<file path="src/sv/lhc_pkg.sv">
`timescale 1ns / 1ps
// ============================================================================
// lhc_pkg
// shared widths, function codes, register indexes and cordic constants
// ============================================================================
package lhc_pkg;

    localparam int POS_W      = 32;
    localparam int Q_W        = 16;
    localparam int DIST_W     = 24;
    localparam int SPD_W      = 15;
    localparam int TURN_W     = 16;
    localparam int ANG_W      = 16;
    localparam int ERR_W      = 17;
    localparam int DIFF_W     = 33;
    localparam int CFG_IDX_W  = 3;
    localparam int CFG_DATA_W = 24;
    localparam int COR_W      = 38;
    localparam int Z_W        = 21;
    localparam int STEP_W     = 4;
    localparam int PROD_W     = 48;

    typedef logic [1:0] t_func;
    localparam t_func FUNC_WAYPOINT = 2'd0;
    localparam t_func FUNC_CLEAR    = 2'd1;
    localparam t_func FUNC_ODOM     = 2'd2;
    localparam t_func FUNC_TICK     = 2'd3;

    typedef logic [CFG_IDX_W-1:0] t_cfg_idx;
    localparam t_cfg_idx CFG_LOOKAHEAD = 3'd0;
    localparam t_cfg_idx CFG_GOAL_TOL  = 3'd1;
    localparam t_cfg_idx CFG_CRUISE    = 3'd2;
    localparam t_cfg_idx CFG_SLOW      = 3'd3;
    localparam t_cfg_idx CFG_GAIN      = 3'd4;
    localparam t_cfg_idx CFG_TURN_LIM  = 3'd5;
    localparam t_cfg_idx CFG_HEAD_LIM  = 3'd6;

    localparam logic [DIST_W-1:0] RST_LOOKAHEAD = 24'd52429;
    localparam logic [DIST_W-1:0] RST_GOAL_TOL  = 24'd22938;
    localparam logic [SPD_W-1:0]  RST_CRUISE    = 15'd1024;
    localparam logic [SPD_W-1:0]  RST_SLOW      = 15'd205;
    localparam logic [SPD_W-1:0]  RST_GAIN      = 15'd6144;
    localparam logic [SPD_W-1:0]  RST_TURN_LIM  = 15'd4096;
    localparam logic [SPD_W-1:0]  RST_HEAD_LIM  = 15'd8192;

    localparam logic signed [Z_W-1:0]   PI_Q16    = 21'sd205887;
    localparam logic signed [Z_W-1:0]   PI_Q13_Z  = 21'sd25736;
    localparam logic signed [ERR_W-1:0] PI_Q13_E  = 17'sd25736;
    localparam logic signed [ERR_W-1:0] TWO_PI_E  = 17'sd51472;
    localparam logic signed [COR_W-1:0] COR_ONE   = 38'sd1073741824;
    localparam logic [PROD_W-1:0]       ROUND_Q13 = 48'd4096;

    // arctangent of 2^-i in Q.16 rad
    function automatic logic signed [Z_W-1:0] atan_step(input logic [STEP_W-1:0] i);
        logic signed [Z_W-1:0] v;
        unique case (i)
            4'd0:    v = 21'sd51472;
            4'd1:    v = 21'sd30385;
            4'd2:    v = 21'sd16055;
            4'd3:    v = 21'sd8150;
            4'd4:    v = 21'sd4091;
            4'd5:    v = 21'sd2047;
            4'd6:    v = 21'sd1024;
            4'd7:    v = 21'sd512;
            4'd8:    v = 21'sd256;
            4'd9:    v = 21'sd128;
            4'd10:   v = 21'sd64;
            4'd11:   v = 21'sd32;
            4'd12:   v = 21'sd16;
            4'd13:   v = 21'sd8;
            4'd14:   v = 21'sd4;
            4'd15:   v = 21'sd2;
            default: v = 21'sd0;
        endcase
        return v;
    endfunction

endpackage

</file>
<file path="src/sv/lhc_cordic.sv">
`timescale 1ns / 1ps
// ============================================================================
// lhc_cordic
// iterative vectoring cordic, atan2 in q3.13 rad, one step per cycle
// ============================================================================
module lhc_cordic (
    input  logic                                 i_clk,
    input  logic                                 i_rst_n,
    input  logic                                 i_start,
    input  logic signed [lhc_pkg::COR_W-1:0]     i_y,
    input  logic signed [lhc_pkg::COR_W-1:0]     i_x,
    output logic                                 o_done,
    output logic signed [lhc_pkg::ANG_W-1:0]     o_angle
);
    import lhc_pkg::*;

    logic signed [COR_W-1:0] r_x, r_y, n_x, n_y, xs, ys;
    logic signed [Z_W-1:0]   r_z, n_z, zr, zc;
    logic [STEP_W-1:0]       r_step;
    logic                    r_busy, r_done;
    logic signed [ANG_W-1:0] r_angle;

    always_comb begin
        xs = r_x >>> r_step;
        ys = r_y >>> r_step;
        if (r_y > 0) begin
            n_x = r_x + ys;
            n_y = r_y - xs;
            n_z = r_z + atan_step(r_step);
        end else begin
            n_x = r_x - ys;
            n_y = r_y + xs;
            n_z = r_z - atan_step(r_step);
        end
        // round half up to q3.13, clamp to +-pi
        zr = (n_z + 21'sd4) >>> 3;
        if (zr > PI_Q13_Z) begin
            zc = PI_Q13_Z;
        end else if (zr < -PI_Q13_Z) begin
            zc = -PI_Q13_Z;
        end else begin
            zc = zr;
        end
    end

    always_ff @(posedge i_clk) begin
        if (!i_rst_n) begin
            r_busy <= 1'b0;
            r_done <= 1'b0;
            r_step <= '0;
        end else begin
            // done pulses for a zero vector at start, or after the last step
            r_done <= i_start ? (i_x == 0 && i_y == 0) : (r_busy && r_step == '1);
            if (i_start) begin
                if (i_x == 0 && i_y == 0) begin
                    r_angle <= '0;
                end else begin
                    r_busy <= 1'b1;
                    r_step <= '0;
                    // left half plane: rotate by pi first
                    if (i_x < 0) begin
                        r_x <= -i_x;
                        r_y <= -i_y;
                        r_z <= (i_y >= 0) ? PI_Q16 : -PI_Q16;
                    end else begin
                        r_x <= i_x;
                        r_y <= i_y;
                        r_z <= '0;
                    end
                end
            end else if (r_busy) begin
                r_x    <= n_x;
                r_y    <= n_y;
                r_z    <= n_z;
                r_step <= r_step + 4'd1;
                if (r_step == '1) begin
                    r_busy  <= 1'b0;
                    r_angle <= ANG_W'(zc);
                end
            end
        end
    end

    assign o_done  = r_done;
    assign o_angle = r_angle;

endmodule

</file>
<file path="config.mk">
export PLATFORM = sky130hd
export DESIGN_NAME = lhc_cordic
export DESIGN_NICKNAME = d
export VERILOG_FILES = /design/src/sv/lhc_pkg.sv /design/src/sv/lhc_cordic.sv
export SDC_FILE = /design/constraint.sdc
export NUM_CORES = 1
export LEC_CHECK = 0
export BUFFER_PORTS_ARGS = -buffer_cell sky130_fd_sc_hd__buf_2
export CAP_MARGIN = 0
export CORE_MARGIN = 2
export CORE_UTILIZATION = 47
export DETAILED_ROUTE_END_ITERATION = 7
export GPL_ROUTABILITY_DRIVEN = 0
export PLACE_DENSITY = 0.66
export SYNTH_ARGS = -nofsm -noshare
export SYNTH_HDL_FRONTEND = slang
export SYNTH_SLANG_ARGS = --single-unit
</file>
<file path="constraint.sdc">
create_clock -name i_clk -period 6.95 [get_ports i_clk]
set_input_delay 0 -clock i_clk [delete_from_list [all_inputs] [get_ports i_clk]]
set_output_delay 0 -clock i_clk [all_outputs]
set_load 0.03 [all_outputs]
</file>
==> key figures <==
Power and ir drop
  – IR drop worst, VDD: 0.1997 mV
  – Pwr dens: 414.0 nW/um^2
  – Total power: 8.357 mW
  – LEAKAGE: 7.826 nW

Clock network
  – CTS tree: built
  – Clock-pin slew on the worst setup and hold paths: 0.07 ns
  – CTS Root Cell: clkbuf_16
  – CTS sink cnt: 135
  – Worst-case clock buffer depth: 2
  – Clock latency on the worst-skew pair: 0.46 ns
  – Cts bufs inserted: 17
  – H-tree depth: 4

Finish
  – Nets: 2405
  – Final Core Density: 52.47%
  – Layout area overhead: 10.61%
  – Multi-input gate area: 13720 um^2
  – Most common cell after layout, fill and taps aside: nand2_1
  – Most frequent cells in the layout: nand2_1 (236), a21oi_1 (164), o21ai_0 (156), nor2_1 (149), xnor2_1 (140)
  – Layout cells sized above 1: 14.38%
  – Fill cell count: 3588
  – Register area: 3840 um^2

Worst setup path
  – Crit path launch type: flop
  – Worst EP arrival: 6.91 ns
  – WP data required: 7.16 ns
  – Worst reg2reg setup slack: 0.25 ns
  – CP Capture Type: flop
  – Worst R2R Start: r_step[0]
  – Largest stage delay on the critical path: 0.60 ns
  – Crit Path Max Fanout: 12
  – Crit Path Class: flop to flop
  – CP max-delay cell: mux4_1
  – CP cell instances: buf_6, mux4_1, mux4_1, or4_4, or3_1, or4_4, nand2_1, xnor2_1, ha_1, inv_1, o21bai_1, a2111oi_1, o21bai_1, o211ai_1, a21oi_1, o311ai_0, a21o_1, nand3b_1, or3_1, a211o_1
  – Reg2Reg Capture Point: r_y[37]
  – Worst reg2reg path depth: 20

Yosys
  – Count of cell types in the netlist: 91
  – Ys flop type: edfxtp_1
  – Ys async rst share: 0%
  – FF+latch count, synth: 135
  – EDFF count, synth: 113
  – Synth warnings: 0
  – Syn Area/Cell: 8.596 um^2
  – Cell Area, Synth: 18250 um^2
  – Syn Nets: 2316
  – Cells after synthesis: 2123
  – Seq/Total Area, Yosys: 21.01%

Detailed routing
  – DR iter-0 viols: 1662
  – Vias: 17.35k
  – Routed WL per cell: 19.58 um
  – Vias per inst: 6.324
  – Routed Antenna Nets: 0
  – DRC errors left: 0
  – WL final: 53730 um
  – Initial DRT Pass Iterations: 6

Floorplan
  – Top Ports: 96
  – Row count: 72
  – Die Width: 201.0 um
  – Initial core utilization: 47.44%
  – Core Box Area: 38470 um^2
  – DIE AREA: 40420 um^2
  – DIE HEIGHT: 201.0 um

Worst hold path
  – Min-delay src: i_y[3]
  – Worst Hold Path EP: r_y[3]
  – Hold-critical path depth: 4
  – Hold Path Class: input pin to flop

Run
  – Max-cap violations: 0

Placed design
  – Dpl hpwl: 40490 um
  – Input/output buffers: 95
  – Pre-CTS setup slack: 0.3696 ns

Timing
  – Final worst slack: 0.2500 ns
  – Min Tclk post-route: 6.700 ns
  – Hold Vio Cnt, Final: 0
  – Fmax: 149.3 MHz
  – Setup Skew: 0.01182 ns
  – Slew HR: 46.32%
  – Final period util: 96.40%
  – Slew at the pin closest to its max-slew limit: 0.8052 ns
  – Setup violators final: 0
  – Final Max Slew Viols: 0

Global routing
  – Global Route Usage Sum: 26.03%
  – Vias in the first global route: 16.43k
  – First-pass GRT wire length: 85700 um
  – Largest net degree at the start of global routing: 79
  – Total grt overflow: 0
  – Initial antenna violation count: 0

Outcome
  – Status: finished, final reports clean
## layout make-up
type	count	share of cell area, %
clock buffer	18	2.126
sequential	135	19.02
timing repair buffer	173	5.858
multi-input combinational	1820	67.98
inverter	65	1.215
tap	518	3.211
antenna	1	0.01240
clock inverter	14	0.5765
## report_power, final
part           internal [mW]  total (mW)  switching, mW
Clock                  0.465       0.881          0.416
Sequential              1.19        1.45          0.262
Combinational           2.56        6.03           3.46
## through the flow
stage | hold WS, ns | TNS, ns | instance area, um^2 | instances
6_report | 0.0009051 | 0 | 20180 | 2744
3_5_place_dp | 0.3345 | 0 | 19170 | 2669
5_1_grt | 0.02287 | -0.01619 | 20180 | 2743
4_1_cts | 0.001601 | 0 | 20130 | 2742
3_3_place_gp | 0.3311 | 0 | 19170 | 2669
2_1_floorplan | 0.1402 | 0 | 18250 | 2123
## routing by layer
layer  global-route usage [%]  vias up  share of wire (%)
met2                    46.06      629                 50
met3                    3.571      104                5.5
met1                    32.36     8369                 41
met4                    9.206        0                3.1
met5                        0        -                  0
li1                         -     8251                  -
## worst max-delay path by stage
stage               startpoint         end  slack [ns]  cells past startpoint
global route           r_y[31]  o_angle[2]       -0.02                     19
global placement     r_step[0]     r_y[37]        0.51                     21
finish               r_step[0]     r_y[37]        0.25                     20
CTS                  r_step[0]     r_y[37]        0.31                     21
floorplan            r_step[1]     r_y[37]        0.74                     24
detailed placement   r_step[0]     r_y[37]        0.37                     21
## logic make-up (layout without fill, tap and decap cells)
family                     Yosys count  after routing  synth area share [%]
muxes                              146            146                 15.00
buffers and inverters              168            270                 4.100
adders and majority gates          114            114                 7.940
xor gates and xnor gates           237            237                 11.42
DFF                                135            135                 21.01
AOI/OAI and AO/OA                  619            619                 21.75
and+or+nand+nor                    704            704                 18.79
other                                0              1                     0
## cell usage after synthesis (36+ instances only)
master	count	share of area (%)
nand2_1	236	4.9
a21oi_1	165	4.5
o21ai_0	156	4.3
nor2_1	151	3.1
xnor2_1	140	6.7
edfxtp_1	113	19
ha_1	111	7.6
xor2_1	96	4.6
clkbuf_1	72	1.5
mux4_2	72	8.9
inv_1	62	1.3
nor3_1	52	1.4
nand3_1	45	1.2
a21o_1	44	1.8
or3_1	36	1.2
## repair_timing
| item | CTS | global route |
|---|---|---|
| hold buffers | 41 | 0 |
| endpoints found under the hold margin | 44 | 0 |
| resized for setup | 0 | 10 |
| setup endpoints to repair | 0 | 17 |
| buffers inserted | 0 | 1 |
## worst max-delay path: cells and delay by family, from the launching register on
| family | cells | cell delay, ns |
|---|---|---|
| flops | 1 | 0.48 |
| mux | 2 | 1.12 |
| simple gates | 6 | 1.98 |
| compound gates | 8 | 2.13 |
| fa+ha+maj | 1 | 0.27 |
| buf+inv | 2 | 0.35 |
| xor+xnor | 1 | 0.12 |
Power figures use the tool's default switching activity.
